<file path="config.mk">
export PLATFORM = sky130hd
export DESIGN_NAME = json_array_object_splitter
export DESIGN_NICKNAME = d
export VERILOG_FILES = /design/src/hw/rtl/jaos_pkg.sv /design/src/hw/rtl/jaos_parser.sv /design/src/hw/rtl/jaos_out_buf.sv /design/src/hw/rtl/json_array_object_splitter.sv
export SDC_FILE = /design/constraint.sdc
export NUM_CORES = 1
export LEC_CHECK = 0
export BUFFER_PORTS_ARGS = -buffer_cell sky130_fd_sc_hd__buf_2
export CORE_ASPECT_RATIO = 1.2
export CORE_MARGIN = 1.5
export CORE_UTILIZATION = 60
export DETAILED_ROUTE_END_ITERATION = 16
export HOLD_SLACK_MARGIN = 0.15
export PLACE_DENSITY = 0.78
export SLEW_MARGIN = 20
export SYNTH_ARGS = -nofsm -noshare
export SYNTH_HDL_FRONTEND = slang
export SYNTH_SLANG_ARGS = --single-unit
</file>
<file path="constraint.sdc">
create_clock -name aclk -period 14.6 [get_ports aclk]
set_clock_uncertainty 0.15 [all_clocks]
set_input_delay 2.92 -clock aclk [delete_from_list [all_inputs] [get_ports aclk]]
set_output_delay 2.92 -clock aclk [all_outputs]
set_load 0.01 [all_outputs]
</file>
<file path="src/hw/rtl/jaos_pkg.sv">
// Shared types, character codes and key table for the JSON array object splitter.
`default_nettype none

package jaos_pkg;

    // Character codes the parser reacts to
    localparam logic [7:0] CH_QUOTE     = 8'h22;
    localparam logic [7:0] CH_BACKSLASH = 8'h5C;
    localparam logic [7:0] CH_LBRACKET  = 8'h5B;
    localparam logic [7:0] CH_RBRACKET  = 8'h5D;
    localparam logic [7:0] CH_LBRACE    = 8'h7B;
    localparam logic [7:0] CH_RBRACE    = 8'h7D;
    localparam logic [7:0] CH_COLON     = 8'h3A;
    localparam logic [7:0] CH_SPACE     = 8'h20;
    localparam logic [7:0] CH_TAB       = 8'h09;
    localparam logic [7:0] CH_LF        = 8'h0A;
    localparam logic [7:0] CH_CR        = 8'h0D;

    // Quoted key "result" is eight characters long
    localparam int unsigned KEY_LEN = 8;
    localparam int unsigned KEY_PW  = 3;
    localparam logic [KEY_PW-1:0] KEY_LAST = 3'd7;

    // Depth counters are fixed at eight bits
    localparam int unsigned DEPTH_W = 8;

    // One result word
    typedef struct packed {
        logic       array_end;
        logic       object_truncated;
        logic       object_end;
        logic       byte_valid;
        logic [7:0] out_byte;
    } jaos_result_t;

    // Key character at a match position
    function automatic logic [7:0] key_char(input logic [KEY_PW-1:0] pos);
        logic [7:0] ch;
        case (pos)
            3'd0:    ch = CH_QUOTE;
            3'd1:    ch = 8'h72; // r
            3'd2:    ch = 8'h65; // e
            3'd3:    ch = 8'h73; // s
            3'd4:    ch = 8'h75; // u
            3'd5:    ch = 8'h6C; // l
            3'd6:    ch = 8'h74; // t
            default: ch = CH_QUOTE;
        endcase
        return ch;
    endfunction

endpackage

`default_nettype wire

</file>
<file path="src/hw/rtl/jaos_parser.sv">
// Parse state registers and the per-byte step logic of the splitter.
`default_nettype none

module jaos_parser #(
    parameter int OBJ_MAX   = 512,
    parameter int DEPTH_MAX = 255
) (
    input  wire logic                  aclk,
    input  wire logic                  aresetn,
    input  wire logic                  step_en,
    input  wire logic [7:0]            data_byte,
    input  wire logic                  start_of_stream,
    output jaos_pkg::jaos_result_t     result,
    output logic                       has_result
);

    localparam int CW = $clog2(OBJ_MAX);
    localparam logic [CW-1:0] CNT_CAP = CW'(OBJ_MAX - 1);
    localparam logic [jaos_pkg::DEPTH_W-1:0] DEPTH_LIM = jaos_pkg::DEPTH_W'(DEPTH_MAX);

    logic [jaos_pkg::KEY_PW-1:0]  key_pos_reg, key_pos_next;
    logic                         await_reg, await_next;
    logic                         in_array_reg, in_array_next;
    logic                         quote_open_reg, quote_open_next;
    logic                         esc_reg, esc_next;
    logic                         obj_open_reg, obj_open_next;
    logic [jaos_pkg::DEPTH_W-1:0] brace_reg, brace_next;
    logic [jaos_pkg::DEPTH_W-1:0] bracket_reg, bracket_next;
    logic [CW-1:0]                count_reg, count_next;
    logic                         dropped_reg, dropped_next;

    logic       do_pass;
    logic       close_chk;
    logic       keep;
    logic       obj_end;
    logic       trunc;
    logic       arr_end;
    logic       key_hit;
    logic [7:0] c;

    assign c = data_byte;

    // Step logic: follows one byte through the parse
    always_comb begin
        // start of stream clears everything before this byte
        key_pos_next    = start_of_stream ? '0 : key_pos_reg;
        await_next      = start_of_stream ? 1'b0 : await_reg;
        in_array_next   = start_of_stream ? 1'b0 : in_array_reg;
        quote_open_next = start_of_stream ? 1'b0 : quote_open_reg;
        esc_next        = start_of_stream ? 1'b0 : esc_reg;
        obj_open_next   = start_of_stream ? 1'b0 : obj_open_reg;
        brace_next      = start_of_stream ? '0 : brace_reg;
        bracket_next    = start_of_stream ? '0 : bracket_reg;
        count_next      = start_of_stream ? '0 : count_reg;
        dropped_next    = start_of_stream ? 1'b0 : dropped_reg;

        do_pass   = 1'b0;
        close_chk = 1'b0;
        keep      = 1'b0;
        obj_end   = 1'b0;
        trunc     = 1'b0;
        arr_end   = 1'b0;
        key_hit   = 1'b0;

        if (!in_array_next) begin
            // key hunt and wait for the opening bracket
            if (await_next && c == jaos_pkg::CH_LBRACKET) begin
                await_next      = 1'b0;
                in_array_next   = 1'b1;
                quote_open_next = 1'b0;
                esc_next        = 1'b0;
                obj_open_next   = 1'b0;
                brace_next      = '0;
                bracket_next    = jaos_pkg::DEPTH_W'(1);
                count_next      = '0;
                dropped_next    = 1'b0;
            end else if (await_next && (c inside {jaos_pkg::CH_SPACE, jaos_pkg::CH_TAB,
                                                  jaos_pkg::CH_LF, jaos_pkg::CH_CR,
                                                  jaos_pkg::CH_COLON})) begin
                await_next = 1'b1;
            end else begin
                if (await_next) begin
                    await_next   = 1'b0;
                    key_pos_next = '0;
                end
                key_hit = (c == jaos_pkg::key_char(key_pos_next));
                if (key_hit) begin
                    if (key_pos_next == jaos_pkg::KEY_LAST) begin
                        key_pos_next = '0;
                        await_next   = 1'b1;
                    end else begin
                        key_pos_next = key_pos_next + 1'b1;
                    end
                end else begin
                    key_pos_next = (c == jaos_pkg::CH_QUOTE) ? jaos_pkg::KEY_PW'(1) : '0;
                end
            end
        end else if (esc_next) begin
            esc_next = 1'b0;
            do_pass  = 1'b1;
        end else if (c == jaos_pkg::CH_BACKSLASH && quote_open_next) begin
            esc_next = 1'b1;
            do_pass  = 1'b1;
        end else if (c == jaos_pkg::CH_QUOTE) begin
            quote_open_next = !quote_open_next;
            do_pass         = 1'b1;
        end else if (quote_open_next) begin
            do_pass = 1'b1;
        end else if (c == jaos_pkg::CH_LBRACE) begin
            if (brace_next < DEPTH_LIM) begin
                brace_next = brace_next + 1'b1;
            end
            if (brace_next == jaos_pkg::DEPTH_W'(1) && !obj_open_next) begin
                obj_open_next = 1'b1;
                count_next    = '0;
                dropped_next  = 1'b0;
            end
            do_pass = 1'b1;
        end else if (c == jaos_pkg::CH_RBRACE) begin
            // stray closing brace at depth zero is ignored
            if (brace_next != '0) begin
                brace_next = brace_next - 1'b1;
                do_pass    = 1'b1;
                close_chk  = 1'b1;
            end
        end else if (c == jaos_pkg::CH_LBRACKET) begin
            if (bracket_next < DEPTH_LIM) begin
                bracket_next = bracket_next + 1'b1;
            end
            do_pass = 1'b1;
        end else if (c == jaos_pkg::CH_RBRACKET) begin
            if (bracket_next != '0) begin
                bracket_next = bracket_next - 1'b1;
            end
            if (bracket_next == '0) begin
                arr_end = 1'b1;
            end else begin
                do_pass = 1'b1;
            end
        end else begin
            do_pass = 1'b1;
        end

        // keep the byte if the object is open and under the cap
        if (do_pass && obj_open_next) begin
            if (count_next < CNT_CAP) begin
                count_next = count_next + 1'b1;
                keep       = 1'b1;
            end else begin
                dropped_next = 1'b1;
            end
        end

        // top-level object closed
        if (close_chk && brace_next == '0 && obj_open_next) begin
            obj_end       = 1'b1;
            trunc         = dropped_next;
            obj_open_next = 1'b0;
            count_next    = '0;
            dropped_next  = 1'b0;
        end

        // array closed: back to the key hunt from a clean state
        if (arr_end) begin
            keep            = 1'b0;
            key_pos_next    = '0;
            await_next      = 1'b0;
            in_array_next   = 1'b0;
            quote_open_next = 1'b0;
            esc_next        = 1'b0;
            obj_open_next   = 1'b0;
            brace_next      = '0;
            bracket_next    = '0;
            count_next      = '0;
            dropped_next    = 1'b0;
        end
    end

    // Result word
    always_comb begin
        result.out_byte         = keep ? c : 8'h00;
        result.byte_valid       = keep;
        result.object_end       = obj_end;
        result.object_truncated = obj_end & trunc;
        result.array_end        = arr_end;
        has_result              = keep | obj_end | arr_end;
    end

    // Parse state
    always_ff @(posedge aclk) begin
        if (!aresetn) begin
            key_pos_reg    <= '0;
            await_reg      <= 1'b0;
            in_array_reg   <= 1'b0;
            quote_open_reg <= 1'b0;
            esc_reg        <= 1'b0;
            obj_open_reg   <= 1'b0;
            brace_reg      <= '0;
            bracket_reg    <= '0;
            count_reg      <= '0;
            dropped_reg    <= 1'b0;
        end else if (step_en) begin
            key_pos_reg    <= key_pos_next;
            await_reg      <= await_next;
            in_array_reg   <= in_array_next;
            quote_open_reg <= quote_open_next;
            esc_reg        <= esc_next;
            obj_open_reg   <= obj_open_next;
            brace_reg      <= brace_next;
            bracket_reg    <= bracket_next;
            count_reg      <= count_next;
            dropped_reg    <= dropped_next;
        end
    end

endmodule

`default_nettype wire

</file>
<file path="src/hw/rtl/jaos_out_buf.sv">
// Result register with a skid stage so input is taken while output stalls.
`default_nettype none

module jaos_out_buf (
    input  wire logic                   aclk,
    input  wire logic                   aresetn,
    input  wire logic                   in_valid,
    input  wire jaos_pkg::jaos_result_t in_word,
    output logic                        in_ready,
    output logic                        out_valid,
    output jaos_pkg::jaos_result_t      out_word,
    input  wire logic                   out_ready
);

    logic                   main_valid_reg;
    logic                   skid_valid_reg;
    jaos_pkg::jaos_result_t main_reg;
    jaos_pkg::jaos_result_t skid_reg;

    assign in_ready  = !skid_valid_reg;
    assign out_valid = main_valid_reg;
    assign out_word  = main_reg;

    // Control: main moves when empty or taken, skid catches a stalled word
    always_ff @(posedge aclk) begin
        if (!aresetn) begin
            main_valid_reg <= 1'b0;
            skid_valid_reg <= 1'b0;
        end else if (out_ready || !main_valid_reg) begin
            main_valid_reg <= skid_valid_reg | in_valid;
            skid_valid_reg <= 1'b0;
        end else if (in_valid) begin
            skid_valid_reg <= 1'b1;
        end
    end

    // Payload
    always_ff @(posedge aclk) begin
        if (out_ready || !main_valid_reg) begin
            main_reg <= skid_valid_reg ? skid_reg : in_word;
        end else if (in_valid && !skid_valid_reg) begin
            skid_reg <= in_word;
        end
    end

endmodule

`default_nettype wire

</file>
<file path="src/hw/rtl/json_array_object_splitter.sv">
// Top level: streams the objects of the "result" array out of JSON text.
//
//  channel  | ports    | tdata          | tuser                                     | tlast
//  ---------+----------+----------------+-------------------------------------------+-----------
//  input    | s_axis_* | data_byte[7:0] | start_of_stream                           | -
//  result   | m_axis_* | out_byte[7:0]  | byte_valid, object_truncated, array_end   | object_end
//
//  One byte is taken per cycle while s_axis_tready is high; result words are registered.
//  The parse step is a single layer of compares and counters between the parse
//  state and the result register; a skid stage keeps input flowing for one
//  stalled word, after which s_axis_tready drops until the result is taken.
//  aresetn is synchronous and clears parse state and both output stages.
`default_nettype none

module json_array_object_splitter #(
    parameter int OBJ_MAX   = 512,
    parameter int DEPTH_MAX = 255
) (
    input  wire logic       aclk,
    input  wire logic       aresetn,
    input  wire logic       s_axis_tvalid,
    output logic            s_axis_tready,
    input  wire logic [7:0] s_axis_tdata,  // [7:0] data_byte
    input  wire logic       s_axis_tuser,  // [0] start_of_stream
    output logic            m_axis_tvalid,
    input  wire logic       m_axis_tready,
    output logic [7:0]      m_axis_tdata,  // [7:0] out_byte
    output logic [2:0]      m_axis_tuser,  // [0] byte_valid [1] object_truncated [2] array_end
    output logic            m_axis_tlast   // object_end
);

    logic                   accept;
    logic                   has_result;
    logic                   buf_ready;
    jaos_pkg::jaos_result_t step_word;
    jaos_pkg::jaos_result_t out_word;

    assign s_axis_tready = buf_ready;
    assign accept        = s_axis_tvalid & buf_ready;

    // Parse step
    jaos_parser #(
        .OBJ_MAX   (OBJ_MAX),
        .DEPTH_MAX (DEPTH_MAX)
    ) u_parser (
        .aclk            (aclk),
        .aresetn         (aresetn),
        .step_en         (accept),
        .data_byte       (s_axis_tdata),
        .start_of_stream (s_axis_tuser),
        .result          (step_word),
        .has_result      (has_result)
    );

    // Result register and skid
    jaos_out_buf u_out_buf (
        .aclk      (aclk),
        .aresetn   (aresetn),
        .in_valid  (accept & has_result),
        .in_word   (step_word),
        .in_ready  (buf_ready),
        .out_valid (m_axis_tvalid),
        .out_word  (out_word),
        .out_ready (m_axis_tready)
    );

    // Pack result word onto the stream
    assign m_axis_tdata = out_word.out_byte;
    assign m_axis_tuser = {out_word.array_end, out_word.object_truncated, out_word.byte_valid};
    assign m_axis_tlast = out_word.object_end;

endmodule

`default_nettype wire
</file>
* Yosys cells after proc, flatten, opt, wreduce, memory -nomap -nowiden
Cells that the tools add are included.
** Word-level totals
- Flip-flop bits (word level) :: 60
- Bits in latches :: 0
- RAM bits :: 0
- ROM bits :: 0
- Bits of input ports :: 13
- Word-level logic and storage cells :: 232
- Memories :: 0
** Cells by class
- $add $sub $neg :: 6
- Multipliers :: 0
- Divide/modulo/power cells :: 0
- Magnitude comparators :: 3
- Eq/ne operators :: 20
- Shift-type cells :: 0
- Muxes and demuxes :: 153
- Bitwise logic cells :: 8
- Reductions and logical operators :: 20
** Operators by type and width (count)
- two-way mux 8 bit :: 45
- two-way mux 9 bit :: 13
- two-way mux 1 bit :: 82
- case mux 7 bit (6 select lines) :: 1
- == test 8 x 7 -> 1 bit, second input constant :: 5
- two-way mux 3 bit :: 11
- == test 8 x 4 -> 1 bit, second input constant :: 3
- == test 8 x 6 -> 1 bit, second input constant :: 3
- adder 8 x 1 -> 8 bit, second input constant :: 2
- logical NOT 8 bit :: 2
- less-than comparator 8 bit, second input constant :: 2
- nonzero test 8 bit :: 2
- subtractor 8 x 1 -> 8 bit, second input constant :: 2
- == test 3 bit, second input constant :: 4
- two-way mux 12 bit :: 1
- adder 9 x 1 -> 9 bit, second input constant :: 1
- less-than comparator 9 bit, second input constant :: 1
- == test 8 x 1 -> 1 bit, second input constant :: 1
- == test 8 bit :: 1
- logical AND 1 bit :: 8
- == test 3 x 2 -> 1 bit, second input constant :: 2
- nonzero test 5 bit :: 1
- logical NOT 1 bit :: 4
- adder 3 x 1 -> 3 bit, second input constant :: 1
- 7 further kinds :: 12

* Longest topological paths before layout
Gate-level depths: netlist of the first run.
- Depth in word-level cells :: 31
- Depth in mapped cells :: 20
- Gate-level depth less buffers :: 15

* Hierarchy
From an unflattened synthesis of the first run, not the netlist that was laid out.
** Unflattened totals
- Cells, all modules :: 609
- Area total of the unflattened synthesis :: 5091.1 sq um
** By module, submodules not included
- jaos_parser :: times used 1, cells an instance 561, area an instance 4083.9 sq um
- jaos_out_buf :: times used 1, cells an instance 46, area an instance 994.7 sq um
- json_array_object_splitter :: times used 1, cells an instance 2, area an instance 12.5 sq um

* Least setup slack after synthesis of the first run
OpenSTA, ideal clock, no wires.
- Path type :: input-to-reg
- Start :: in s_axis_tuser
- End :: reg u_out_buf.skid_reg[0] in the netlist's numbering, enable pin
- Library setup time :: 383 ps
- Arrival time :: 7102 ps
- Required time :: 14067 ps
- Setup slack :: 6965 ps
- Cell stages on the path :: 17
- Cells stage by stage :: buf_2 inv_2 buf_2 clkbuf_1 clkbuf_1 nand2_1 ha_1 or4b_4 a22oi_4 a21oi_2 and4_4 or4_1 nor4_1 or4b_1 buf_6 buf_6 a311oi_2
** On the way
- Longest elaborated chain between the ends :: 31
** RTL lines
- start: declaration :: RTL line json_array_object_splitter.sv:24 : input wire logic s_axis_tuser,
- parallel branches: the longest is 27 deep, another holds adder 8 x 1 -> 8 bit
- bitwise OR 1 bit (*) :: RTL line jaos_parser.sv:186 : has_result = keep | obj_end | arr_end;
- bitwise AND 1 bit (*) :: RTL line json_array_object_splitter.sv:59 : .in_valid (accept & has_result),
- logical AND 1 bit (*) :: RTL line jaos_out_buf.sv:41 : end else if (in_valid && !skid_valid_reg) begin
- AND reduction 2 bit (no line) (*)
- end signal: assignment :: RTL line jaos_out_buf.sv:42 : skid_reg <= in_word;
- end: declaration :: RTL line jaos_out_buf.sv:18 : jaos_pkg::jaos_result_t skid_reg;
Mark *: on every way between the ends. The select of a mux whose other input is x is not followed.
A chain may end at the register's enable or synchronous reset.

* Worst setup path after layout of the first run
- Start :: in s_axis_tuser
- End :: reg u_out_buf.skid_reg[4] in the netlist's numbering, enable pin
Same word-level chain as after synthesis.

==> results of run 1 <==
[through the flow]
stage	utilization	setup WS (ps)	instances	area (µm²)
floorplan	-	6970	661	5120
global placement	0.633	6230	755	5190
detailed placement	0.633	6130	755	5190
CTS	0.656	6510	771	5380
global route	0.656	6190	771	5380
finish	0.656	6430	771	5380
[per-layer routing]
metal / track usage / share of wire / up-vias
li1: - / - / 2454
met2: 0.531 / 0.46 / 327
met5: 0 / 0 / -
met4: 0.181 / 0.048 / 0
met1: 0.448 / 0.39 / 2488
met3: 0.0873 / 0.11 / 66
[cell type report]
type,count,area [µm²],area share
multi-input combinational,530,3370,0.626
clock inverter,7,67.6,0.0126
sequential,60,1440,0.268
tap,114,143,0.0265
clock buffer,9,124,0.0230
inverter,22,82.6,0.0153
timing repair buffer,29,153,0.0284
[kinds of logic (layout without fill, tap and decap cells)]
logic type	after synthesis	in the layout
simple gates	299	299
compound gates	195	195
buf+inv	71	67
flops	60	60
mux	13	13
xor+xnor	12	12
fa+ha+maj	11	11
[synthesized netlist by cell type, drive strengths merged (4+ instances only)]
master,instances
a211o,4
a211oi,7
a21boi,14
a21o,4
a21oi,40
a22o,7
a22oi,5
a31o,5
a31oi,13
a32oi,6
and2,19
and4,4
and4b,4
buf,20
clkbuf,29
dfxtp,36
edfxtp,24
ha,11
inv,22
mux2,7
mux2i,6
nand2,69
nand2b,9
nand3,26
nand4,11
nand4b,5
nor2,64
nor2b,19
nor3,17
nor3b,4
nor4,15
nor4b,5
o21a,4
o21ai,38
o22ai,5
o31ai,8
or2,6
or4,7
or4b,4
xnor2,7
xor2,5
[how the worst max path moves through the flow]
stage / startpoint / end / cells past startpoint
floorplan: s_axis_tuser / u_out_buf.skid_reg[0] / 17
detailed placement: s_axis_tuser / u_out_buf.skid_reg[4] / 13
finish: s_axis_tuser / u_out_buf.skid_reg[4] / 12
CTS: s_axis_tuser / u_out_buf.skid_reg[2] / 13
global route: s_axis_tuser / u_out_buf.skid_reg[2] / 13
global placement: s_axis_tuser / u_out_buf.skid_reg[4] / 13
[worst reg2reg max path: cells and delay by family, from the launching register on]
kind                       cells  cell delay, ps
adders and majority gates      1             250
AOI/OAI and AO/OA              1             960
and+or+nand+nor                7            2830
DFF                            1             390
[power by group through the flow]
stage	registers (µW)	logic [µW]	clock network, µW
6_report	174	33.8	153
5_1_grt	174	35.8	161
4_1_cts	174	32.4	152
3_5_place_dp	178	32.3	0
3_3_place_gp	178	31.9	0
2_1_floorplan	177	24.0	0
[placed cells by master (no fill, tap or decap), types with 18 or more instances in the layout]
cell type,instances
sky130_fd_sc_hd__o21ai_0,30
sky130_fd_sc_hd__nor2b_1,19
sky130_fd_sc_hd__nor2_1,62
sky130_fd_sc_hd__and2_1,18
sky130_fd_sc_hd__dfxtp_1,36
sky130_fd_sc_hd__a21oi_1,39
sky130_fd_sc_hd__buf_2,26
sky130_fd_sc_hd__edfxtp_1,24
sky130_fd_sc_hd__nand3_1,26
sky130_fd_sc_hd__nand2_1,69
sky130_fd_sc_hd__inv_1,18
==> impl_results.md, run 1 <==
- Total track usage: 0.348
- Worst vdd rail ir drop: 38.9 µV
- Clock edge transition at the registers on the reported setup and hold paths: 80 ps
- Sw Share: 0.278
- Vias per cell: 6.92
- Number of cells on the worst reg-to-reg path: 9
- Path class of the lowest-slack min-delay path: reg -> reg
- Internal: 261 µW
- Category of the critical setup timing path: in -> reg
- Number of library cell types mapped by synthesis: 88
- Synthesized Nets: 685
- Syn Inst Count: 661
- Root buffer selected by CTS: sky130_fd_sc_hd__clkbuf_8
- Clock tree buffer depth: 2
- Synth warnings: 0
- Post-Route Hold Slack: 329 ps
- Fraction of synthesized area in multiplexers: 0.0271
- Dominant register cell in the synthesized netlist: sky130_fd_sc_hd__dfxtp_1
- Cell family contributing the most delay on the critical path: simple AND/OR/NAND/NOR gates
- Vias in the first global route: 4,948
- Fraction of the mapped netlist area in compound gates: 0.265
- Cell types with the largest area share after synthesis: sky130_fd_sc_hd__dfxtp_1, sky130_fd_sc_hd__edfxtp_1, sky130_fd_sc_hd__nand2_1
- FF-to-FF End: u_out_buf.skid_reg[4]
- Main combinational cell family by area after synthesis: simple AND/OR/NAND/NOR gates
- Wire length reported by the detailed router: 15,600 µm
- Number of clock sinks: 60
- Layout cell share with drive strength beyond 1: 0.120
- Cell with the largest stage delay on the worst path: sky130_fd_sc_hd__a311oi_2
- Final Setup Violations: 0
- Power share of the sequential group: 0.482
- Die W: 87.3 µm
- Die area: 0.00910 mm²
- Sum of net half-perimeters after detailed placement: 11,100 µm
- Unrepaired setup endpoints after global routing: no
- Number of buffers added for setup after CTS: 0
- Pwr dens: 67.1 mW/mm²
- Clock tree from TritonCTS: done
- Synth Area in XOR/XNOR: 0.0205
- Highest attainable clock frequency: 0.122 GHz
- Critical Path Sink Type: flip-flop
- Clock Power Share: 0.424
- Source-to-sink clock delay at the later pin of the worst-skew pair: 370 ps
- Switch Pwr: 100 µW
- Post-Synthesis Mean Instance Area: 7.75 µm²
- Startpoint class of the critical path: input pin
- Number of instances on the worst hold path: 2
- CTS Buf Count: 9
- Sequential-to-total area share from yosys stat: 0.282
- Area fraction in and, or, nand and nor cells after synthesis: 0.319
- Async SR Flop Fraction: 0
- Number of synthesized flops with an enable pin: 24
- Biggest cell delay along the critical path: 960 ps
- Core area: 0.00820 mm²
- Number of H-tree branching levels: 3
- Final count of pins violating max slew: 0
- Number of buffer and inverter stages on the critical path: 3
- Startpoint of the tightest hold check path: u_parser.count_reg[7]
- Power Total: 361 µW
- Flip-flop and latch count after synthesis: 60
- List of cells traversed by the critical path: buf_2 > buf_4 > inv_2 > nand2_1 > ha_1 > nor4b_1 > nand4_1 > and4_4 > or4_1 > nor4_1 > or4b_1 > a311oi_2
- Standby leakage power: 0.00196 µW
- Site Rows: 36
- Number of inserted filler cells in the final layout: 767
- Wire length of the first global-routing pass: 24,800 µm
- Synth-to-layout area growth: 5.08%
- Adder and majority cell fraction of the synthesized area: 0.0269
- Final critical delay including setup and external delays: 8170 ps
- Flop2flop setup slack: 9640 ps
- Final TNS setup: 0 ps
- Average detailed-routed wire length per instance: 20.3 µm
- Diodes inserted: 0
- Most area-hungry cell type in the Yosys netlist: sky130_fd_sc_hd__dfxtp_1
- Net count of the finished layout: 676
- Max-cap violations: 0
- Quantity of hold-fixing buffers added after cts: 0
- Number of vias in the routed layout: 5,335
- Fin crit share: 0.560
- Number of hold-slack violations in the final timing report: 0
- Critical Path AT: 8010 ps
- Chip height: 104 µm
- Number of antenna violations at the first check in global routing: 0
- Congestion Overflow GR: 0
- Combinational fraction of design power: 0.094
- Relative slew slack: 0.298
- Largest driver fanout on the critical path: 51
- Last weighted congestion value of the routability-driven placer: 1.06
- Hold endpoint: u_parser.count_reg[7]
- Iter 0 DRT Violations: 553
- Number of iterations in the first detailed-routing pass: 5
- Port-buffer cells: 26
- Largest net degree at the start of global routing: 52
- Post-synthesis instance area: 0.00512 mm²
- Status: finished, final reports clean
- Number of gates resized after cts: 0
- Top-level I/O count: 27
- Antenna-violating nets left: 0
- Yosys top cell area share: 0.141
- Residual DRC count: 0
- Starting density of the core: 0.625
- Actual slew at the worst max-slew pin: 1040 ps
- Required time of the critical path: 14,440 ps
- FF-to-FF Start: u_parser.brace_reg[0]
Power figures use the tool's default switching activity.
==> run 2, diff against run 1 <==
--- a/config.mk
+++ b/config.mk
@@ -5,10 +5,11 @@
 export SDC_FILE = /design/constraint.sdc
 export NUM_CORES = 1
 export LEC_CHECK = 0
+export ABC_AREA = 1
 export BUFFER_PORTS_ARGS = -buffer_cell sky130_fd_sc_hd__buf_2
 export CORE_ASPECT_RATIO = 1.2
 export CORE_MARGIN = 1.5
-export CORE_UTILIZATION = 60
+export CORE_UTILIZATION = 57
 export DETAILED_ROUTE_END_ITERATION = 16
 export HOLD_SLACK_MARGIN = 0.15
 export PLACE_DENSITY = 0.78
==> constraint.sdc (replaced) <==
create_clock -name aclk -period 7.1 [get_ports aclk]
set_clock_uncertainty 0.15 [all_clocks]
set_input_delay 1.42 -clock aclk [delete_from_list [all_inputs] [get_ports aclk]]
set_output_delay 1.42 -clock aclk [all_outputs]
set_load 0.01 [all_outputs]
==> run 2 against run 1 <==
First-iteration DRC count down 4.0%. Largest power group unchanged. Highest routed layer unchanged. Setup slack worse by 4900 ps. Sequential cell count is the same. Largest cell class unchanged.
==> impl_results.md, run 2 <==
- Status: finished, final reports clean
- Most area-hungry cell type in the Yosys netlist: sky130_fd_sc_hd__nand2_1
- Startpoint class of the critical path: input pin
- Layout cell share with drive strength beyond 1: 0.125
- Die W: 90.9 µm
- Post-Route Hold Slack: 320 ps
- Most common cell in the synthesized netlist: sky130_fd_sc_hd__nand2_1
- Antenna-violating nets left: 0
- Path class of the lowest-slack min-delay path: reg -> reg
- Die area: 0.00987 mm²
- Number of library cell types mapped by synthesis: 45
- List of cells traversed by the critical path: buf_2 > inv_4 > nand2_1 > inv_2 > ha_1 > nand2_1 > inv_1 > nand2_1 > nor2_2 > nand2_1 > nand2_1 > nand2_1 > nor2_2 > nand3_1 > o21ai_2 > o31ai_1 > nor2_2 > nand2_4 > inv_2 > nor2_1 > nand2_1 > nand2_1 > nor2_1
- Most common cell after layout, fill and taps aside: sky130_fd_sc_hd__nand2_1
- Highest attainable clock frequency: 0.179 GHz
- Wire length reported by the detailed router: 15,000 µm
- Final Setup Violations: 0
- Number of buffers added for setup after CTS: 0
- Number of vias in the routed layout: 5,721
- Clock tree from TritonCTS: done
- Site Rows: 38
- Quantity of hold-fixing buffers added after cts: 0
- Syn Inst Count: 861
- Wire length of the first global-routing pass: 24,300 µm
- Number of H-tree branching levels: 3
- Relative slew slack: 0.357
- Critical Path Sink Type: flip-flop
- Yosys top cell area share: 0.179
- Residual DRC count: 0
- Vias per cell: 5.74
- Top-level I/O count: 27
- Placed standard-cell area: 0.00541 mm²
- Net count of the finished layout: 896
- Number of antenna violations at the first check in global routing: 0
- Last weighted congestion value of the routability-driven placer: 0.975
- Dominant register cell in the synthesized netlist: sky130_fd_sc_hd__dfxtp_1
- Standby leakage power: 0.00273 µW
- Synthesized Nets: 885
- Detail Route met2 WL: 7150 µm
- Number of hold-slack violations in the final timing report: 0
- Diodes inserted: 0
- Chip height: 109 µm
- Async SR Flop Fraction: 0
- Fin crit share: 0.788
- Sequential-to-total area share from yosys stat: 0.273
- Average detailed-routed wire length per instance: 15.0 µm
- Highest routing layer actually used: met4
- Final critical delay including setup and external delays: 5590 ps
- Root buffer selected by CTS: sky130_fd_sc_hd__clkbuf_8
- Required time of the critical path: 6930 ps
- Clock edge transition at the registers on the reported setup and hold paths: 70 ps
- Critical Path AT: 5420 ps
- Sum of net half-perimeters after detailed placement: 11,100 µm
- Source-to-sink clock delay at the later pin of the worst-skew pair: 350 ps
- Number of synthesized flops with an enable pin: 24
- Congestion Overflow GR: 0
- Number of gates resized after cts: 0
- Final count of pins violating max slew: 0
- Iter 0 DRT Violations: 531
- Max-cap violations: 0
- Total track usage: 0.306
- CTS Buf Count: 9
- Starting density of the core: 0.585
- Post-synthesis instance area: 0.00529 mm²
- Core area: 0.00903 mm²
- Port-buffer cells: 26
- Wire length the detailed router placed on met1: 6420 µm
- Actual slew at the worst max-slew pin: 960 ps
- Number of clock sinks: 60
- Clock tree buffer depth: 2
- Flip-flop and latch count after synthesis: 60
- Crit-path most repeated cell: sky130_fd_sc_hd__nand2_1
- Synth-to-layout area growth: 6.01%
- Post-route cell area: 0.00561 mm²
- Pwr dens: 138 mW/mm²
- Synth warnings: 0
- Biggest cell delay along the critical path: 760 ps
- Largest driver fanout on the critical path: 31
- Vias in the first global route: 5,188
- Worst vdd rail ir drop: 101 µV
- Number of iterations in the first detailed-routing pass: 6
- Category of the critical setup timing path: in -> reg
- Cell types with the largest area share after synthesis: sky130_fd_sc_hd__nand2_1, sky130_fd_sc_hd__dfxtp_1, sky130_fd_sc_hd__edfxtp_1
- Synth top cells by count: sky130_fd_sc_hd__nand2_1, sky130_fd_sc_hd__nor2_1, sky130_fd_sc_hd__inv_1
- Metal3 WL: 970 µm
- Cell with the largest stage delay on the worst path: sky130_fd_sc_hd__nor2_1
- Most used cells in the layout excluding fill and tap cells: sky130_fd_sc_hd__nand2_1, sky130_fd_sc_hd__nor2_1, sky130_fd_sc_hd__inv_1, sky130_fd_sc_hd__nand3_1, sky130_fd_sc_hd__a21oi_1
- Number of inserted filler cells in the final layout: 924
- Unrepaired setup endpoints after global routing: no
- Post-Synthesis Mean Instance Area: 6.14 µm²
- Largest net degree at the start of global routing: 32
- Final TNS setup: 0 ps
==> run 2: cell types whose count changed after synthesis, sizes merged, moves of 10 or more <==
cell    before  now
a21boi      14    2
a21oi       40   57
and2        19    1
clkbuf      29   14
inv         22  111
nand2       69  271
nand3       26   76
nor2        64  118
nor2b       19    1
nor4        15    0
o211ai       2   12
o21ai       38   50
==> run 2: report_power, final <==
| group | leakage, µW | internal (µW) | switching [µW] |
|---|---|---|---|
| Combinational | 0.00210 | 26.8 | 69.6 |
| Clock | 0.000104 | 164 | 151 |
| Sequential | 0.000523 | 359 | 4.87 |
==> run 2: critical path: cells and delay by family <==
kind / cells / cell delay, ps
AO/OA/AOI/OAI: 2 / 210
adder cells (fa/ha/maj): 1 / 220
buffers and inverters: 5 / 890
AND/OR/NAND/NOR: 15 / 2680
==> run 2: area by class of cell <==
type                            count  area, µm²  share of cell area
Clock buffer                        9        124              0.0221
Clock inverter                      7       75.1              0.0134
Multi-Input combinational cell    662       3260               0.581
Inverter                          113        427              0.0761
Sequential cell                    60       1440               0.257
Tap cell                          120        150              0.0268
Timing Repair Buffer               26        130              0.0232
==> run 2: through the flow <==
stage | instances | setup WS (ps) | utilization | power (µW)
after floorplan | 861 | 2440 | - | 443
after global placement | 981 | 1350 | 0.598 | 463
after detailed placement | 981 | 1180 | 0.598 | 465
after CTS | 997 | 1570 | 0.620 | 777
after global routing | 997 | 1080 | 0.620 | 804
final | 997 | 1510 | 0.620 | 775
==> run 2: logic make-up (layout without fill, tap and decap cells) <==
kind of cell,after synthesis,count (layout),share of synthesized area
adders and majority gates,11,11,0.0260
buffers and inverters,139,155,0.111
AOI/OAI and AO/OA,144,144,0.154
DFF,60,60,0.273
xor gates and xnor gates,11,11,0.0182
and+or+nand+nor,496,496,0.418
==> run 2: path summary, 6_finish.rpt <==
kind         cells past startpoint                     end             startpoint  slack [ps]
min                              2   u_parser.count_reg[0]  u_parser.count_reg[0]         320
max                             23  u_out_buf.skid_reg[11]           s_axis_tuser        1510
max reg2reg                     21  u_out_buf.skid_reg[11]  u_parser.brace_reg[0]        2860
min reg2reg                      2   u_parser.count_reg[0]  u_parser.count_reg[0]         320
==> run 2: per-layer routing <==
metal | vias to the layer above | GRT usage
li1 | 2828 | -
met1 | 2603 | 0.384
met2 | 248 | 0.517
met3 | 42 | 0.0436
met4 | 0 | 0.148
met5 | - | 0
==> run 3, diff against run 2 <==
--- a/config.mk
+++ b/config.mk
@@ -9,7 +9,7 @@
 export BUFFER_PORTS_ARGS = -buffer_cell sky130_fd_sc_hd__buf_2
 export CORE_ASPECT_RATIO = 1.2
 export CORE_MARGIN = 1.5
-export CORE_UTILIZATION = 57
+export CORE_UTILIZATION = 60
 export DETAILED_ROUTE_END_ITERATION = 16
 export HOLD_SLACK_MARGIN = 0.15
 export PLACE_DENSITY = 0.78
==> constraint.sdc (replaced) <==
create_clock -name aclk -period 5.8 [get_ports aclk]
set_clock_uncertainty 0.15 [all_clocks]
set_input_delay 1.16 -clock aclk [delete_from_list [all_inputs] [get_ports aclk]]
set_output_delay 1.16 -clock aclk [all_outputs]
set_load 0.01 [all_outputs]
==> run 3 against run 2 <==
Utilization up 3.9 points. Final cell count up 0.30%. Setup slack worse by 410 ps. Count of clock-buffer cells in the layout unchanged. Wire length up 4.4%. Final area up 0.74%. Power up 22%. Largest power group unchanged. Sequential cell count unchanged. Sequential share of layout area down 0.19 points. Combinational power up 24%. Critical path type unchanged. Clock power up 21%. Die area down 4.8%.
==> impl_results.md, run 3 (synthesized netlist as in run 2, its figures left out) <==
- Post-Route Hold Slack: 321 ps
- Wire length of the first global-routing pass: 25,100 µm
- Largest driver fanout on the critical path: 31
- Quantity of hold-fixing buffers added after cts: 0
- Number of hold-slack violations in the final timing report: 0
- Vias in the first global route: 5,323
- Wire length reported by the detailed router: 15,600 µm
- Congestion Overflow GR: 0
- Number of antenna violations at the first check in global routing: 0
- Diodes inserted: 0
- Standby leakage power: 0.00276 µW
- Layout cell share with drive strength beyond 1: 0.131
- Storage cell area: 0.00144 mm²
- Top-level I/O count: 27
- Antenna-violating nets left: 0
- Final Setup Violations: 0
- Utilization of the core after routing: 0.659
- Number of inserted filler cells in the final layout: 802
- Area used by multi-input combinational logic: 0.00326 mm²
- Clock edge transition at the registers on the reported setup and hold paths: 70 ps
- Non-filler cells, final: 1,000
- CTS Buf Count: 9
- Last weighted congestion value of the routability-driven placer: 1.02
- Number of clock sinks: 60
- Vias per cell: 5.84
- Worst vdd rail ir drop: 96.6 µV
- Chip height: 106 µm
- Final count of pins violating max slew: 0
- Synth-to-layout area growth: 6.79%
- Clock tree buffer depth: 2
- Critical Path AT: 4610 ps
- Source-to-sink clock delay at the later pin of the worst-skew pair: 350 ps
- Largest net degree at the start of global routing: 32
- Port-buffer cells: 26
- Pwr dens: 168 mW/mm²
- Startpoint class of the critical path: input pin
- Critical Path Sink Type: flip-flop
- Status: finished, final reports clean
- Number of iterations in the first detailed-routing pass: 5
- Total track usage: 0.342
- Most common cell after layout, fill and taps aside: sky130_fd_sc_hd__nand2_1
- Number of gates resized after cts: 0
- Unrepaired setup endpoints after global routing: no
- Sum of net half-perimeters after detailed placement: 11,600 µm
- Residual DRC count: 0
- Number of H-tree branching levels: 3
- Clock tree from TritonCTS: done
- Placed instance count: 984
- Fin crit share: 0.811
- Most used cells in the layout excluding fill and tap cells: sky130_fd_sc_hd__nand2_1, sky130_fd_sc_hd__nor2_1, sky130_fd_sc_hd__inv_1, sky130_fd_sc_hd__nand3_1, sky130_fd_sc_hd__a21oi_1
- Final critical delay including setup and external delays: 4700 ps
- Die area: 0.00939 mm²
- Net count of the finished layout: 902
- Number of vias in the routed layout: 5,836
- Iter 0 DRT Violations: 679
- Final TNS setup: 0 ps
- Starting density of the core: 0.617
- Average detailed-routed wire length per instance: 15.6 µm
- Number of buffers added for setup after CTS: 0
- Root buffer selected by CTS: sky130_fd_sc_hd__clkbuf_8
- Die W: 88.7 µm
- Relative slew slack: 0.405
- Site Rows: 37
- Path class of the lowest-slack min-delay path: reg -> reg
- Category of the critical setup timing path: in -> reg
- Required time of the critical path: 5710 ps
- Highest attainable clock frequency: 0.213 GHz
- Max-cap violations: 0
- Core area: 0.00856 mm²
- Actual slew at the worst max-slew pin: 886 ps
-- run 3: power breakdown --
group / switching (µW) / internal (µW) / leakage (µW)
clock: 180 / 200 / 0.000104
sequential: 6.06 / 439 / 0.000523
combinational: 86.6 / 33.6 / 0.00213
-- run 3: final timing paths --
check,from,to,slack [ps],cells after the start
setup / recovery,s_axis_tuser,u_out_buf.skid_reg[5],1100,24
setup reg to reg,u_parser.brace_reg[0],u_out_buf.skid_reg[5],2170,22
hold / removal,u_parser.count_reg[5],u_parser.count_reg[5],320,2
hold reg to reg,u_parser.count_reg[5],u_parser.count_reg[5],320,2
-- run 3: per-stage QoR --
| step | cell area, µm² | setup slack, ps | power, µW |
|---|---|---|---|
| floorplan | 5290 | 1400 | 542 |
| global placement | 5450 | 935 | 568 |
| detailed placement | 5450 | 763 | 571 |
| CTS | 5650 | 1130 | 944 |
| global route | 5650 | 705 | 979 |
| finish | 5650 | 1100 | 946 |
-- run 3: cell type report --
type / count / share of cell area
Multi-Input combinational cell: 662 / 0.577
Sequential cell: 60 / 0.255
Inverter: 113 / 0.0756
Timing Repair Buffer: 32 / 0.0310
Tap cell: 117 / 0.0259
Clock buffer: 9 / 0.0219
Clock inverter: 7 / 0.0133
-- run 3: metal layers --
layer | share of wire | GRT usage
met1 | 0.42 | 0.432
met2 | 0.48 | 0.568
met3 | 0.067 | 0.0392
met4 | 0.039 | 0.165
met5 | 0 | 0
-- run 3: worst max-delay path: stages --
cell	delay (ps)
sky130_fd_sc_hd__buf_2	170
sky130_fd_sc_hd__inv_4	360
sky130_fd_sc_hd__nand2_1	240
sky130_fd_sc_hd__inv_2	170
sky130_fd_sc_hd__ha_1	200
sky130_fd_sc_hd__nand2_1	90
sky130_fd_sc_hd__inv_1	60
sky130_fd_sc_hd__nand2_1	70
sky130_fd_sc_hd__nand2_1	90
sky130_fd_sc_hd__nand2_1	60
sky130_fd_sc_hd__inv_2	50
sky130_fd_sc_hd__nand2_1	60
sky130_fd_sc_hd__nor2_1	230
sky130_fd_sc_hd__nand4_4	200
sky130_fd_sc_hd__nand3_1	190
sky130_fd_sc_hd__nor2_1	80
sky130_fd_sc_hd__nand2_1	160
sky130_fd_sc_hd__nand2_4	150
sky130_fd_sc_hd__inv_2	100
sky130_fd_sc_hd__nor2_1	40
sky130_fd_sc_hd__nand2_1	50
sky130_fd_sc_hd__nand2_1	80
sky130_fd_sc_hd__nor2_1	270
sky130_fd_sc_hd__buf_4	250
